$ cat config.mk
export PLATFORM = sky130hd
export DESIGN_NAME = msgpack_number_decoder_flat
export DESIGN_NICKNAME = d
export VERILOG_FILES = /design/src/hw/rtl/mnd_pkg.sv /design/src/hw/rtl/mnd_if.sv /design/src/hw/rtl/msgpack_number_decoder.sv /design/src/hw/rtl/mnd_front.sv /design/src/hw/rtl/mnd_queue.sv /design/src/hw/rtl/mnd_back.sv /design/src/flat_wrapper.sv
export SDC_FILE = /design/constraint.sdc
export NUM_CORES = 1
export LEC_CHECK = 0
export BUFFER_PORTS_ARGS = -buffer_cell sky130_fd_sc_hd__buf_2
export CAP_MARGIN = 10
export CORE_MARGIN = 5
export CORE_UTILIZATION = 50
export DETAILED_ROUTE_END_ITERATION = 12
export PLACE_DENSITY_LB_ADDON = 0.08
export SLEW_MARGIN = 25
export SYNTH_ARGS = -nofsm -noshare
export SYNTH_HDL_FRONTEND = slang
export SYNTH_SLANG_ARGS = --single-unit
export TNS_END_PERCENT = 10
$ cat constraint.sdc
create_clock -name i_clk -period 9 [get_ports i_clk]
set_clock_uncertainty 0.05 [all_clocks]
set_input_delay 1.8 -clock i_clk [delete_from_list [all_inputs] [get_ports i_clk]]
set_output_delay 1.8 -clock i_clk [all_outputs]
set_load 0.05 [all_outputs]
$ cat src/hw/rtl/mnd_pkg.sv
// Shared types, codes and format tables for the MessagePack number decoder.
package mnd_pkg;

    // Expected formats, as carried on the kind field
    localparam logic [3:0] FMT_PFIX = 4'd0;
    localparam logic [3:0] FMT_NFIX = 4'd1;
    localparam logic [3:0] FMT_U8   = 4'd2;
    localparam logic [3:0] FMT_U16  = 4'd3;
    localparam logic [3:0] FMT_U32  = 4'd4;
    localparam logic [3:0] FMT_U64  = 4'd5;
    localparam logic [3:0] FMT_I8   = 4'd6;
    localparam logic [3:0] FMT_I16  = 4'd7;
    localparam logic [3:0] FMT_I32  = 4'd8;
    localparam logic [3:0] FMT_I64  = 4'd9;
    localparam logic [3:0] FMT_F32  = 4'd10;
    localparam logic [3:0] FMT_F64  = 4'd11;

    // Fixint masks
    localparam logic [7:0] PFIX_MASK  = 8'h80;
    localparam logic [7:0] PFIX_VALUE = 8'h7f;
    localparam logic [7:0] NFIX_MASK  = 8'he0;

    // Operations handed from front to back
    localparam logic [1:0] OP_ERR  = 2'd0;
    localparam logic [1:0] OP_FIXP = 2'd1;
    localparam logic [1:0] OP_FIXN = 2'd2;
    localparam logic [1:0] OP_BYTE = 2'd3;

    localparam int QDEPTH = 4;
    localparam int QAW    = $clog2(QDEPTH);

    typedef struct packed {
        logic [1:0] op;
        logic       first;
        logic       last;
        logic [3:0] fmt;
        logic [7:0] data;
    } t_op;

    function automatic logic [7:0] type_code(input logic [3:0] fmt);
        logic [7:0] code;
        unique case (fmt)
            FMT_U8:  code = 8'hcc;
            FMT_U16: code = 8'hcd;
            FMT_U32: code = 8'hce;
            FMT_U64: code = 8'hcf;
            FMT_I8:  code = 8'hd0;
            FMT_I16: code = 8'hd1;
            FMT_I32: code = 8'hd2;
            FMT_I64: code = 8'hd3;
            FMT_F32: code = 8'hca;
            FMT_F64: code = 8'hcb;
            default: code = 8'h00;
        endcase
        return code;
    endfunction

    function automatic logic [3:0] payload_len(input logic [3:0] fmt);
        logic [3:0] len;
        unique case (fmt)
            FMT_U8, FMT_I8:            len = 4'd1;
            FMT_U16, FMT_I16:          len = 4'd2;
            FMT_U32, FMT_I32, FMT_F32: len = 4'd4;
            FMT_U64, FMT_I64, FMT_F64: len = 4'd8;
            default:                   len = 4'd0;
        endcase
        return len;
    endfunction

endpackage

$ cat src/hw/rtl/mnd_if.sv
// Valid/ready channel interfaces for the decoder's input bytes and results.
interface mnd_in_if;
    logic       valid;
    logic       ready;
    logic [3:0] kind;
    logic [7:0] data_byte;

    modport source (output valid, output kind, output data_byte, input ready);
    modport sink   (input valid, input kind, input data_byte, output ready);
endinterface

interface mnd_out_if;
    logic        valid;
    logic        ready;
    logic        status;
    logic [63:0] value;

    modport source (output valid, output status, output value, input ready);
    modport sink   (input valid, input status, input value, output ready);
endinterface

$ cat src/hw/rtl/msgpack_number_decoder.sv
// MessagePack numeric decoder top level: front end, operation queue and back end.
// Throughput: one stream byte per cycle while the queue is not full, set by the combinational front end check.
// A byte that completes a result is written into the queue, and the back end registers the result beat when it pops it.
// A four-entry queue lets the front keep taking bytes while a result waits on o_out.
// Reset (synchronous, active low) empties the queue, drops any pending result and
// returns the front end to waiting for a type byte.
module msgpack_number_decoder (
    input  logic       i_clk,
    input  logic       i_rst_n,
    mnd_in_if.sink     i_in,
    mnd_out_if.source  o_out
);
    import mnd_pkg::*;

    logic push, pop, full, q_valid;
    t_op  push_op, pop_op;

    mnd_front u_front (
        .i_clk   (i_clk),
        .i_rst_n (i_rst_n),
        .i_in    (i_in),
        .i_full  (full),
        .o_push  (push),
        .o_op    (push_op)
    );

    mnd_queue u_queue (
        .i_clk   (i_clk),
        .i_rst_n (i_rst_n),
        .i_push  (push),
        .i_op    (push_op),
        .o_full  (full),
        .i_pop   (pop),
        .o_valid (q_valid),
        .o_op    (pop_op)
    );

    mnd_back u_back (
        .i_clk   (i_clk),
        .i_rst_n (i_rst_n),
        .i_valid (q_valid),
        .i_op    (pop_op),
        .o_pop   (pop),
        .o_out   (o_out)
    );

    a_no_push_full: assert property (@(posedge i_clk) disable iff (!i_rst_n)
        push |-> !full)
        else $error("queue pushed while full");

    a_no_pop_empty: assert property (@(posedge i_clk) disable iff (!i_rst_n)
        pop |-> q_valid)
        else $error("queue popped while empty");

    a_err_zero: assert property (@(posedge i_clk) disable iff (!i_rst_n)
        (o_out.valid && o_out.status) |-> (o_out.value == 64'd0))
        else $error("type error beat carries a nonzero value");

    a_push_needs_accept: assert property (@(posedge i_clk) disable iff (!i_rst_n)
        push |-> (i_in.valid && i_in.ready))
        else $error("queue push without an accepted input beat");

endmodule

$ cat src/hw/rtl/mnd_front.sv
// Front end: accepts stream bytes, checks type bytes and tracks payload position.
module mnd_front (
    input  logic          i_clk,
    input  logic          i_rst_n,
    mnd_in_if.sink        i_in,
    input  logic          i_full,
    output logic          o_push,
    output mnd_pkg::t_op  o_op
);
    import mnd_pkg::*;

    logic [3:0] r_bytes_left, n_bytes_left;
    logic [3:0] r_fmt, n_fmt;
    logic       accept;
    logic       ok;

    assign i_in.ready = !i_full;
    assign accept     = i_in.valid && i_in.ready;

    always_comb begin
        priority if (i_in.kind > FMT_F64) begin
            ok = 1'b0;
        end else if (i_in.kind == FMT_PFIX) begin
            ok = (i_in.data_byte & PFIX_MASK) == 8'h00;
        end else if (i_in.kind == FMT_NFIX) begin
            ok = (i_in.data_byte & NFIX_MASK) == NFIX_MASK;
        end else begin
            ok = i_in.data_byte == type_code(i_in.kind);
        end
    end

    always_comb begin
        n_bytes_left = r_bytes_left;
        n_fmt        = r_fmt;
        o_push       = 1'b0;
        o_op.op      = OP_BYTE;
        o_op.first   = 1'b0;
        o_op.last    = 1'b0;
        o_op.fmt     = r_fmt;
        o_op.data    = i_in.data_byte;
        if (accept) begin
            if (r_bytes_left == 4'd0) begin
                // type byte
                priority if (!ok) begin
                    o_push  = 1'b1;
                    o_op.op = OP_ERR;
                end else if (i_in.kind == FMT_PFIX) begin
                    o_push  = 1'b1;
                    o_op.op = OP_FIXP;
                end else if (i_in.kind == FMT_NFIX) begin
                    o_push  = 1'b1;
                    o_op.op = OP_FIXN;
                end else begin
                    n_bytes_left = payload_len(i_in.kind);
                    n_fmt        = i_in.kind;
                end
            end else begin
                o_push       = 1'b1;
                o_op.first   = r_bytes_left == payload_len(r_fmt);
                o_op.last    = r_bytes_left == 4'd1;
                n_bytes_left = r_bytes_left - 4'd1;
            end
        end
    end

    always_ff @(posedge i_clk) begin
        if (!i_rst_n) begin
            r_bytes_left <= 4'd0;
            r_fmt        <= FMT_PFIX;
        end else begin
            r_bytes_left <= n_bytes_left;
            r_fmt        <= n_fmt;
        end
    end

endmodule

$ cat src/hw/rtl/mnd_queue.sv
// Short register queue between front end and back end.
module mnd_queue (
    input  logic          i_clk,
    input  logic          i_rst_n,
    input  logic          i_push,
    input  mnd_pkg::t_op  i_op,
    output logic          o_full,
    input  logic          i_pop,
    output logic          o_valid,
    output mnd_pkg::t_op  o_op
);
    import mnd_pkg::*;

    t_op          r_mem [QDEPTH];
    logic [QAW-1:0] r_wr_ptr, r_rd_ptr;
    logic [QAW:0]   r_count;

    assign o_full  = r_count == (QAW+1)'(QDEPTH);
    assign o_valid = r_count != '0;
    assign o_op    = r_mem[r_rd_ptr];

    always_ff @(posedge i_clk) begin
        if (i_push) begin
            r_mem[r_wr_ptr] <= i_op;
        end
    end

    always_ff @(posedge i_clk) begin
        if (!i_rst_n) begin
            r_wr_ptr <= '0;
            r_rd_ptr <= '0;
            r_count  <= '0;
        end else begin
            if (i_push) begin
                r_wr_ptr <= r_wr_ptr + 1'b1;
            end
            if (i_pop) begin
                r_rd_ptr <= r_rd_ptr + 1'b1;
            end
            if (i_push && !i_pop) begin
                r_count <= r_count + 1'b1;
            end else if (i_pop && !i_push) begin
                r_count <= r_count - 1'b1;
            end
        end
    end

endmodule

$ cat src/hw/rtl/mnd_back.sv
// Back end: assembles big-endian payloads, extends them and holds the result beat.
module mnd_back (
    input  logic          i_clk,
    input  logic          i_rst_n,
    input  logic          i_valid,
    input  mnd_pkg::t_op  i_op,
    output logic          o_pop,
    mnd_out_if.source     o_out
);
    import mnd_pkg::*;

    logic [63:0] r_asm, n_asm;
    logic        r_out_valid, n_out_valid;
    logic        r_status, n_status;
    logic [63:0] r_value, n_value;
    logic        slot_free;

    assign slot_free    = !r_out_valid || o_out.ready;
    assign o_pop        = i_valid && slot_free;
    assign o_out.valid  = r_out_valid;
    assign o_out.status = r_status;
    assign o_out.value  = r_value;

    always_comb begin
        n_asm       = r_asm;
        n_out_valid = r_out_valid && !o_out.ready;
        n_status    = r_status;
        n_value     = r_value;
        if (o_pop) begin
            unique case (i_op.op)
                OP_ERR: begin
                    n_out_valid = 1'b1;
                    n_status    = 1'b1;
                    n_value     = '0;
                end
                OP_FIXP: begin
                    n_out_valid = 1'b1;
                    n_status    = 1'b0;
                    n_value     = {56'd0, i_op.data & PFIX_VALUE};
                end
                OP_FIXN: begin
                    n_out_valid = 1'b1;
                    n_status    = 1'b0;
                    n_value     = {{56{i_op.data[7]}}, i_op.data};
                end
                OP_BYTE: begin
                    // first byte starts a fresh word, later bytes shift in
                    n_asm = i_op.first ? {56'd0, i_op.data} : {r_asm[55:0], i_op.data};
                    if (i_op.last) begin
                        n_out_valid = 1'b1;
                        n_status    = 1'b0;
                        unique case (i_op.fmt)
                            FMT_I8:  n_value = {{56{n_asm[7]}}, n_asm[7:0]};
                            FMT_I16: n_value = {{48{n_asm[15]}}, n_asm[15:0]};
                            FMT_I32: n_value = {{32{n_asm[31]}}, n_asm[31:0]};
                            default: n_value = n_asm;
                        endcase
                    end
                end
                default: begin
                    n_asm = r_asm;
                end
            endcase
        end
    end

    always_ff @(posedge i_clk) begin
        r_asm    <= n_asm;
        r_status <= n_status;
        r_value  <= n_value;
    end

    always_ff @(posedge i_clk) begin
        if (!i_rst_n) begin
            r_out_valid <= 1'b0;
        end else begin
            r_out_valid <= n_out_valid;
        end
    end

endmodule

$ cat src/flat_wrapper.sv
// flat-port wrapper written by rule: the top's interface ports become plain ports
module msgpack_number_decoder_flat import mnd_pkg::*;
  (i_clk, i_rst_n, i_in_valid, i_in_kind, i_in_data_byte, i_in_ready, o_out_valid, o_out_status, o_out_value, o_out_ready);
  mnd_in_if i_in_i ();
  mnd_out_if o_out_i ();
  input  logic i_clk;
  input  logic i_rst_n;
  input wire logic [$bits(i_in_i.valid)-1:0] i_in_valid;
  input wire logic [$bits(i_in_i.kind)-1:0] i_in_kind;
  input wire logic [$bits(i_in_i.data_byte)-1:0] i_in_data_byte;
  output wire logic [$bits(i_in_i.ready)-1:0] i_in_ready;
  output wire logic [$bits(o_out_i.valid)-1:0] o_out_valid;
  output wire logic [$bits(o_out_i.status)-1:0] o_out_status;
  output wire logic [$bits(o_out_i.value)-1:0] o_out_value;
  input wire logic [$bits(o_out_i.ready)-1:0] o_out_ready;
  assign i_in_i.valid = i_in_valid;
  assign i_in_i.kind = i_in_kind;
  assign i_in_i.data_byte = i_in_data_byte;
  assign i_in_ready = i_in_i.ready;
  assign o_out_valid = o_out_i.valid;
  assign o_out_status = o_out_i.status;
  assign o_out_value = o_out_i.value;
  assign o_out_i.ready = o_out_ready;
  msgpack_number_decoder u_core (.i_clk(i_clk), .i_rst_n(i_rst_n), .i_in(i_in_i), .o_out(o_out_i));
endmodule
==> results.sh, run 1 <==
export IMPL_status="complete, no violations"
export IMPL_setup_violations=0
export IMPL_cts_setup_buffers=0
export IMPL_initial_core_util_pct=51.3
export IMPL_track_usage_pct=15.8
export IMPL_drc=0
export IMPL_netlist_area_sq_um=8570
export IMPL_antennaDiodeCount=0
export IMPL_synth_top_cell_area_share_pct=64.8
export IMPL_yosysMostFrequentCell="edfxtp_1"
export IMPL_drtPass1Iterations=5
export IMPL_max_freq_ghz=0.211
export IMPL_overflow=0
export IMPL_critical_path_slowest_cell="a21oi_1"
export IMPL_path_class="in2reg"
export IMPL_path_cells="buf_2 -> inv_1 -> ha_1 -> inv_1 -> o221ai_1 -> a221oi_1 -> and3_1 -> a21oi_1 -> ha_1 -> inv_1 -> fa_1 -> xor2_1 -> or3_1 -> a21oi_1"
export IMPL_hold_worst_slack_ns=0.462
export IMPL_rsz0062_at_grt="false"
export IMPL_grt_max_degree=57
export IMPL_worstPathArrival_ns=5.10
export IMPL_antenna_found_initial=0
export IMPL_synth_ff_type="edfxtp_1"
export IMPL_layout_drive_gt1_share_pct=24.7
export IMPL_io_pins=83
export IMPL_synth_fp_nets=617
export IMPL_fill_cells=1334
export IMPL_hold_class="reg2reg"
export IMPL_gp_congestion=0.811
export IMPL_cts_resized=0
export IMPL_die_area_sq_um=19900
export IMPL_fin_setup_tns_ns=0
export IMPL_die_h_microns=141
export IMPL_nets=698
export IMPL_ys_warn_count=0
export IMPL_synth_seq_cells=207
export IMPL_cts_root_buf="clkbuf_16"
export IMPL_cp_max_fo=10
export IMPL_clkLatencyLatePin_ns=0.49
export IMPL_cpMostUsedCell="inv_1"
export IMPL_netlist_top_cells_count="185 x edfxtp_1, 65 x nand2_1, 43 x inv_1"
export IMPL_cts_buffers=22
export IMPL_clk_path_buf_depth=3
export IMPL_vias=4773
export IMPL_max_stage_delay_ns=0.52
export IMPL_slew_headroom_pct=37.0
export IMPL_maxCapViolations=0
export IMPL_hold_viol_final=0
export IMPL_endpoint_kind="flop"
export IMPL_cts_tree="built"
export IMPL_placed_area_sq_um=9140
export IMPL_drtAntennaViolNets=0
export IMPL_synth_area_leader_cell="edfxtp_1"
export IMPL_synth_seq_area_share_pct=69.9
export IMPL_period_share_pct=52.5
export IMPL_synthArstFlopShare_pct=0
export IMPL_syn_area_per_cell_sq_um=14.6
export IMPL_detail_route_wl_per_cell_microns=17.3
export IMPL_netlist_instances=589
export IMPL_tightest_slew_ns=0.945
export IMPL_min_period_ns=4.73
export IMPL_routed_wirelength_microns=15600
export IMPL_grt_pass1_wl_microns=25500
export IMPL_fin_area_sq_um=9860
export IMPL_numClockSinks=207
export IMPL_clkTransAtPathRegs_ns=0.06
export IMPL_crit_required_ns=9.37
export IMPL_area_growth_pct=15.0
export IMPL_cp_start_kind="input port"
export IMPL_vias_per_cell=5.28
export IMPL_synth_enable_flop_cells=185
export IMPL_synth_area_top_cells="edfxtp_1 65%, dfxtp_1 5.1%, mux4_2 3.2%"
export IMPL_die_x_microns=141
export IMPL_rows=47
export IMPL_hpwl_microns=10300
export IMPL_ys_types=53
export IMPL_drv_slew=0
export IMPL_drtIter0Drc=318
export IMPL_post_cts_hold_buffer_count=0
export IMPL_grt_pass1_vias=4884
export IMPL_core_sq_um=16700
export IMPL_h_tree_depth=1
export IMPL_placement_io_buffers=82
-- metrics by stage --
| stage | utilization [%] | worst slack (ns) | instances |
|---|---|---|---|
| final | 59.1 | 4.27 | 904 |
| after global routing | 59.1 | 4.07 | 904 |
| after CTS | 59.0 | 4.28 | 904 |
| after detailed placement | 54.7 | 3.77 | 866 |
| after global placement | 54.7 | 4.08 | 866 |
| after floorplan | - | 3.96 | 589 |
-- cells in the final DEF, fill, tap and decap left out, types with 5 or more instances in the layout --
master       n
o21ai_0     29
clkbuf_16   23
nand3_1      7
a21oi_2     28
and2_1       5
a21oi_1     23
mux4_2      12
inv_1       42
nor2b_1     25
dfxtp_1     22
nor3_1       5
xnor2_1      6
edfxtp_1   185
buf_2       82
nand2_1     65
nor2_1      13
xor2_1       6
clkinv_1     6
ha_1        11
mux2i_1     18
-- critical path: cells and delay by family --
family                   cells  cell delay (ns)
adder cells (fa/ha/maj)      3             1.03
XOR/XNOR                     1             0.15
AND/OR/NAND/NOR              2             0.62
AO/OA/AOI/OAI                4             1.06
buffers and inverters        4             0.44
-- routing by layer --
metal | part of all wire, % | global-route usage [%]
met4 | 2.6 | 4.49
met1 | 43 | 20.9
met2 | 50 | 27.2
met3 | 4.7 | 2.61
met5 | 0 | 0
-- flip-flops by register name, indices dropped and copies added, names as in the netlist, named ones only --
register / flops
u_core.u_back.o_out.status: 1
u_core.u_back.o_out.valid: 1
u_core.u_back.o_out.value: 64
u_core.u_back.r_asm: 56
u_core.u_front.r_bytes_left: 4
u_core.u_front.r_fmt: 4
u_core.u_queue.r_count: 3
u_core.u_queue.r_mem: 64
u_core.u_queue.r_rd_ptr: 2
u_core.u_queue.r_wr_ptr: 2
-- area by class of cell --
cell class / instances / area, sq um / area share, %
flip-flops and latches: 207 / 6000 / 60.8
clock inverters: 12 / 133 / 1.34
repair buffers: 86 / 440 / 4.47
clock buffers: 26 / 587 / 5.95
multi-input cells: 308 / 2260 / 22.9
inverters: 45 / 169 / 1.71
well taps: 220 / 275 / 2.79
-- path summary, 6_finish.rpt --
check | end | cells after the start | slack, ns | from
max | u_core.u_queue.r_count[2]$_SDFFE_PN0P_ | 14 | 4.27 | i_in_kind[2]
min | u_core.u_queue.r_count[2]$_SDFFE_PN0P_ | 2 | 0.46 | u_core.u_queue.r_count[2]$_SDFFE_PN0P_
min reg2reg | u_core.u_queue.r_count[2]$_SDFFE_PN0P_ | 2 | 0.46 | u_core.u_queue.r_count[2]$_SDFFE_PN0P_
max reg2reg | u_core.u_back.o_out.value[47]$_DFFE_PP_ | 5 | 5.14 | flop
-- kinds of logic (layout without fill, tap and decap cells) --
logic type | Yosys count | after routing | share of synthesized area [%]
xor gates and xnor gates | 12 | 12 | 1.23
muxes | 35 | 35 | 6.61
adders and majority gates | 12 | 12 | 1.84
buffers and inverters | 74 | 169 | 3.91
DFF | 207 | 207 | 69.9
AOI/OAI and AO/OA | 97 | 97 | 7.62
and+or+nand+nor | 152 | 152 | 8.86
Power of run 1 is left out: the tool's default activity adds up to more than one toggle a clock period on the data nets, which glitch-free logic cannot reach.
==> run 2: changes to the inputs <==
--- a/config.mk
+++ b/config.mk
@@ -5,6 +5,7 @@
 export SDC_FILE = /design/constraint.sdc
 export NUM_CORES = 1
 export LEC_CHECK = 0
+export ABC_AREA = 1
 export BUFFER_PORTS_ARGS = -buffer_cell sky130_fd_sc_hd__buf_2
 export CAP_MARGIN = 10
 export CORE_MARGIN = 5
==> constraint.sdc (replaced) <==
create_clock -name i_clk -period 4.45 [get_ports i_clk]
set_clock_uncertainty 0.05 [all_clocks]
set_input_delay 0.89 -clock i_clk [delete_from_list [all_inputs] [get_ports i_clk]]
set_output_delay 0.89 -clock i_clk [all_outputs]
set_load 0.05 [all_outputs]
==> run 2 against run 1 <==
Global-route usage rose by 2.3 points. Register-to-register slack got worse by 3.8 ns. Critical endpoint is now u_core.u_queue.r_count[1]$_SDFFE_PN0P_. Cell count rose by 26%. Wire length rose by 16%. Via count rose by 24%. Critical path depth rose by 3. Clock-buffer cell count rose by 3. Final area rose by 3.7%. Non-clock buffer count rose by 13. Flip-flop and latch count did not move. Highest routed layer unchanged. Worst hold slack got worse by 0.018 ns.
==> results.sh, run 2 <==
export IMPL_slew_headroom_pct=41.2
export IMPL_detail_route_wl_per_cell_microns=15.8
export IMPL_netlist_instances=813
export IMPL_drtPass1Iterations=4
export IMPL_placement_io_buffers=82
export IMPL_hold_class="reg2reg"
export IMPL_grt_max_degree=57
export IMPL_nets=931
export IMPL_synth_seq_area_share_pct=67.7
export IMPL_track_usage_pct=18.1
export IMPL_hold_viol_final=0
export IMPL_grt_pass1_vias=5975
export IMPL_die_x_microns=143
export IMPL_ys_warn_count=0
export IMPL_post_cts_hold_buffer_count=0
export IMPL_path_cells="buf_2 -> inv_1 -> ha_1 -> nand2_1 -> nand2_1 -> nand2_1 -> nor2_1 -> nand3_1 -> nor2_1 -> nand4_1 -> nand2_1 -> inv_1 -> ha_1 -> inv_1 -> fa_1 -> o21ai_0 -> a21oi_1"
export IMPL_synthArstFlopShare_pct=0
export IMPL_worstHoldStart="u_core.u_queue.r_rd_ptr[1]$_SDFFE_PN0P_"
export IMPL_rsz0062_at_grt="false"
export IMPL_rows=48
export IMPL_synth_top_family_by_area="simple AND/OR/NAND/NOR gates"
export IMPL_critical_path_slowest_cell="fa_1"
export IMPL_critPathLaunch="i_in_kind[2]"
export IMPL_initial_core_util_pct=51.0
export IMPL_overflow=0
export IMPL_cpMostUsedCell="nand2_1"
export IMPL_synth_enable_flop_cells=185
export IMPL_crit_required_ns=4.76
export IMPL_synth_area_leader_cell="edfxtp_1"
export IMPL_drc=0
export IMPL_drtIter0Drc=326
export IMPL_worstPathArrival_ns=3.56
export IMPL_layout_common_cells="185 x edfxtp_1, 149 x nand2_1, 105 x inv_1, 105 x nor2_1, 82 x buf_2"
export IMPL_antennaDiodeCount=0
export IMPL_cp_endpoint="u_core.u_queue.r_count[1]$_SDFFE_PN0P_"
export IMPL_endpoint_kind="flop"
export IMPL_synth_compound_area_share_pct=9.25
export IMPL_gp_congestion=0.927
export IMPL_synth_xor_area_share_pct=0.593
export IMPL_io_pins=83
export IMPL_tightest_slew_ns=0.881
export IMPL_cts_root_buf="clkbuf_16"
export IMPL_max_stage_delay_ns=0.41
export IMPL_setup_violations=0
export IMPL_core_sq_um=17400
export IMPL_die_h_microns=143
export IMPL_cpLargestDelayFamily="simple AND/OR/NAND/NOR gates"
export IMPL_numClockSinks=207
export IMPL_drtAntennaViolNets=0
export IMPL_syn_area_per_cell_sq_um=10.9
export IMPL_maxCapViolations=0
export IMPL_layout_drive_gt1_share_pct=16.3
export IMPL_synthSimpleGateAreaFrac_pct=14.1
export IMPL_synth_fp_nets=841
export IMPL_cts_tree="built"
export IMPL_area_growth_pct=15.4
export IMPL_cts_buffers=22
export IMPL_ys_types=43
export IMPL_synth_ff_type="edfxtp_1"
export IMPL_drv_slew=0
export IMPL_hpwl_microns=12500
export IMPL_synthAdderAreaFrac_pct=1.78
export IMPL_cp_start_kind="input port"
export IMPL_crit_buf_inv=4
export IMPL_synth_mux_area_share_pct=0
export IMPL_layout_commonest_cell="edfxtp_1"
export IMPL_cp_max_fo=9
export IMPL_cts_resized=0
export IMPL_fin_setup_tns_ns=0
export IMPL_clk_path_buf_depth=3
export IMPL_routed_wirelength_microns=18100
export IMPL_period_share_pct=73.0
export IMPL_vias=5920
export IMPL_antenna_found_initial=0
export IMPL_h_tree_depth=1
export IMPL_clkTransAtPathRegs_ns=0.06
export IMPL_reg2reg_to="u_core.u_back.o_out.value[41]$_DFFE_PP_"
export IMPL_clkLatencyLatePin_ns=0.49
export IMPL_grt_pass1_wl_microns=29900
export IMPL_synth_seq_cells=207
export IMPL_synth_area_top_cells="edfxtp_1 63%, nand2_1 6.3%, dfxtp_1 5.0%"
export IMPL_hold_worst_slack_ns=0.444
export IMPL_die_area_sq_um=20500
export IMPL_path_depth=17
export IMPL_cts_setup_buffers=0
export IMPL_synth_top_cell_area_share_pct=62.7
export IMPL_rrSetupSlack_ns=1.31
export IMPL_yosysMostFrequentCell="edfxtp_1"
export IMPL_vias_per_cell=5.18
export IMPL_min_period_ns=3.25
export IMPL_max_freq_ghz=0.308
export IMPL_netlist_area_sq_um=8860
export IMPL_path_class="in2reg"
export IMPL_reg2reg_depth=12
export IMPL_netlist_top_cells_count="185 x edfxtp_1, 149 x nand2_1, 106 x inv_1, 106 x nor2_1, 46 x a21oi_1"
export IMPL_status="complete, no violations"
[run 2: cell count changes in the layout (fill, tap and decap cells not counted), sizes merged, moves of 9 or more]
cell	change
a32oi	+9
buf	+13
inv	+67
mux2i	-18
mux4	-16
nand2	+89
nand3	+25
nor2	+93
nor2b	-25
o211ai	+10
o21ai	+34
[run 2: how the worst min path moves through the flow]
stage               cells past startpoint  slack [ns]                                 endpoint
finish                                  2        0.44                                     flop
global route                            2        0.48  u_core.u_queue.r_rd_ptr[0]$_SDFFE_PN0P_
CTS                                     2        0.44                                     flop
detailed placement                      2        0.43  u_core.u_queue.r_rd_ptr[1]$_SDFFE_PN0P_
global placement                        2        0.40  u_core.u_queue.r_rd_ptr[1]$_SDFFE_PN0P_
floorplan                               2        0.39                                     flop
[run 2: final cells by class]
class,instances,area [sq um]
Clock buffer,29,618
Clock inverter,10,77.6
Fill cell,1490,7130
Inverter,111,417
Multi-Input combinational cell,462,2290
Sequential cell,207,6000
Tap cell,225,282
Timing Repair Buffer,99,551
[run 2: logic make-up (layout without fill, tap and decap cells)]
family                     count (synthesis)  after routing
AOI/OAI and AO/OA                        141            141
xor gates and xnor gates                   6              6
adders and majority gates                 12             12
buffers and inverters                    144            249
DFF                                      207            207
and+or+nand+nor                          303            303
[run 2: through the flow]
step,std cells,instance area [sq um],setup slack [ns],util (%)
after CTS,1143,10200,1.24,58.9
final,1143,10200,1.20,58.9
after global routing,1143,10200,0.932,58.9
after global placement,1104,9530,0.990,54.9
after floorplan,813,8860,0.123,-
after detailed placement,1104,9530,0.784,54.9
[run 2: worst reg2reg max path, cell delays in order, from the launching register on]
cell and delay, ns:
dfxtp_1 0.39, inv_2 0.39, nand3_1 0.13, nand2_1 0.12, nand3_1 0.07, or2_1 0.21
buf_4 0.21, inv_1 0.09, nor2_1 0.05, inv_2 0.44, nand2_2 0.29, nand2_4 0.30
o21ai_1 0.13
[run 2: per-layer routing]
layer	track usage (%)	routed length, microns
met1	22.5	7570
met2	33.3	9380
met3	2.48	733
met4	4.45	391
met5	0	0
Power of run 2 is left out for the same reason.
==> run 3: changes to the inputs <==
--- a/config.mk
+++ b/config.mk
@@ -5,7 +5,7 @@
 export SDC_FILE = /design/constraint.sdc
 export NUM_CORES = 1
 export LEC_CHECK = 0
-export ABC_AREA = 1
+export ABC_AREA = 0
 export BUFFER_PORTS_ARGS = -buffer_cell sky130_fd_sc_hd__buf_2
 export CAP_MARGIN = 10
 export CORE_MARGIN = 5
==> constraint.sdc (replaced) <==
create_clock -name i_clk -period 3.3 [get_ports i_clk]
set_clock_uncertainty 0.05 [all_clocks]
set_input_delay 0.66 -clock i_clk [delete_from_list [all_inputs] [get_ports i_clk]]
set_output_delay 0.66 -clock i_clk [all_outputs]
set_load 0.05 [all_outputs]
==> run 3 against run 2 <==
Sequential share of layout area is 0.84 points higher. First-iteration DRC count is 23% lower. Register-to-register slack worse by 0.83 ns. Flip-flop and latch count stayed put. Worst hold slack worse by 0.070 ns. Via count is 18% lower. Critical path type unchanged.
==> results.sh, run 3 (synthesis gave the netlist of run 1 again) <==
export IMPL_die_h_microns=141
export IMPL_cts_tree="built"
export IMPL_cts_root_buf="clkbuf_16"
export IMPL_worstHoldStart="i_in_data_byte[6]"
export IMPL_max_stage_delay_ns=0.43
export IMPL_crit_buf_inv=3
export IMPL_gp_congestion=0.850
export IMPL_tightest_slew_ns=0.859
export IMPL_drv_slew=0
export IMPL_endpoint_kind="flop"
export IMPL_clkTransAtPathRegs_ns=0.06
export IMPL_path_class="in2reg"
export IMPL_crit_required_ns=3.66
export IMPL_track_usage_pct=16.0
export IMPL_hold_class="in2reg"
export IMPL_worstPathArrival_ns=3.23
export IMPL_drc=0
export IMPL_critical_path_slowest_cell="fa_1"
export IMPL_antennaDiodeCount=0
export IMPL_hpwl_microns=10600
export IMPL_cp_start_kind="input port"
export IMPL_cts_buffers=22
export IMPL_vias=4875
export IMPL_detail_route_wl_per_cell_microns=17.0
export IMPL_area_growth_pct=17.6
export IMPL_maxCapViolations=0
export IMPL_antenna_found_initial=0
export IMPL_cts_resized=0
export IMPL_nets=721
export IMPL_r2r_start="u_core.u_front.r_bytes_left[0]$_SDFFE_PN0P_"
export IMPL_vias_per_cell=5.25
export IMPL_min_period_ns=2.88
export IMPL_routed_wirelength_microns=15800
export IMPL_cts_setup_buffers=0
export IMPL_initial_core_util_pct=51.3
export IMPL_rows=47
export IMPL_layout_commonest_cell="edfxtp_1"
export IMPL_drtPass1Iterations=5
export IMPL_hold_end="u_core.u_queue.r_mem[2][6]$_DFFE_PP_"
export IMPL_hold_depth=1
export IMPL_pre_cts_ws_ns=-0.105
export IMPL_layout_common_cells="185 x edfxtp_1, 82 x buf_2, 65 x nand2_1"
export IMPL_fill_cells=1349
export IMPL_grt_pass1_wl_microns=25900
export IMPL_grt_pass1_vias=5028
export IMPL_reg2reg_to="u_core.u_queue.r_count[2]$_SDFFE_PN0P_"
export IMPL_layout_drive_gt1_share_pct=26.9
export IMPL_core_sq_um=16700
export IMPL_max_freq_ghz=0.348
export IMPL_hold_viol_final=0
export IMPL_path_cells="buf_2 -> inv_1 -> ha_1 -> mux2i_1 -> xnor2_1 -> nor3_1 -> and3_1 -> a21oi_1 -> ha_1 -> inv_1 -> fa_1 -> xor2_1 -> or3_1 -> a21oi_1"
export IMPL_drtIter0Drc=251
export IMPL_io_pins=83
export IMPL_overflow=0
export IMPL_clk_path_buf_depth=3
export IMPL_period_share_pct=87.1
export IMPL_reg2reg_depth=11
export IMPL_numClockSinks=207
export IMPL_rsz0062_at_grt="false"
export IMPL_post_cts_hold_buffer_count=0
export IMPL_grt_max_degree=66
export IMPL_h_tree_depth=1
export IMPL_die_x_microns=141
export IMPL_cpLargestDelayFamily="adder cells"
export IMPL_rrSetupSlack_ns=0.48
export IMPL_placement_io_buffers=82
export IMPL_drtAntennaViolNets=0
export IMPL_die_area_sq_um=19900
export IMPL_clkLatencyLatePin_ns=0.49
export IMPL_cp_max_fo=3
export IMPL_setup_violations=0
export IMPL_slew_headroom_pct=42.2
export IMPL_setup_ws_ns=0.425
export IMPL_status="complete, no violations"
run 3: through the flow:
stage / utilization, % / hold WS (ns) / cell area [sq um] / std cells / TNS, ns
after floorplan: - / 0.418 / 8580 / 589 / -0.138
after global placement: 56.0 / 0.428 / 9360 / 889 / -0.00122
after detailed placement: 56.0 / 0.451 / 9360 / 889 / -0.105
after CTS: 60.4 / 0.354 / 10100 / 929 / 0
after global routing: 60.4 / 0.360 / 10100 / 929 / 0
final: 60.4 / 0.373 / 10100 / 929 / 0
run 3: layer usage:
layer | global-route usage (%) | up-vias | wire [microns]
li1 | - | 2350 | -
met1 | 20.0 | 2395 | 6510
met2 | 29.1 | 108 | 8280
met3 | 3.05 | 22 | 839
met4 | 3.52 | 0 | 211
met5 | 0 | - | 0
run 3: how the worst max path moves through the flow:
| stage | start | endpoint | slack, ns | cells after the start |
|---|---|---|---|---|
| floorplan | i_in_kind[1] | u_core.u_queue.r_count[2]$_SDFFE_PN0P_ | -0.14 | 14 |
| global placement | i_in_kind[1] | u_core.u_queue.r_count[2]$_SDFFE_PN0P_ | -0.001 | 14 |
| detailed placement | i_in_kind[1] | u_core.u_queue.r_count[2]$_SDFFE_PN0P_ | -0.11 | 14 |
| CTS | i_in_kind[1] | u_core.u_queue.r_count[2]$_SDFFE_PN0P_ | 0.39 | 14 |
| global route | i_in_kind[1] | u_core.u_queue.r_count[2]$_SDFFE_PN0P_ | 0.26 | 14 |
| finish | i_in_kind[2] | u_core.u_queue.r_count[2]$_SDFFE_PN0P_ | 0.42 | 14 |
run 3: final cells by class:
type | count | area, sq um | area share, %
clock buffers | 27 | 591 | 5.86
clock inverters | 13 | 133 | 1.32
inverters | 45 | 169 | 1.68
multi-input cells | 308 | 2250 | 22.4
flip-flops and latches | 207 | 6000 | 59.5
well taps | 220 | 275 | 2.73
repair buffers | 109 | 663 | 6.58
run 3: worst register-to-register path, delay by kind of cell (launching register included):
family | cells | cell delay [ns]
compound gates | 2 | 0.34
xor+xnor | 1 | 0.16
fa+ha+maj | 3 | 0.93
buf+inv | 3 | 0.32
flops | 1 | 0.46
simple gates | 2 | 0.48
Power of run 3 is left out for the same reason.
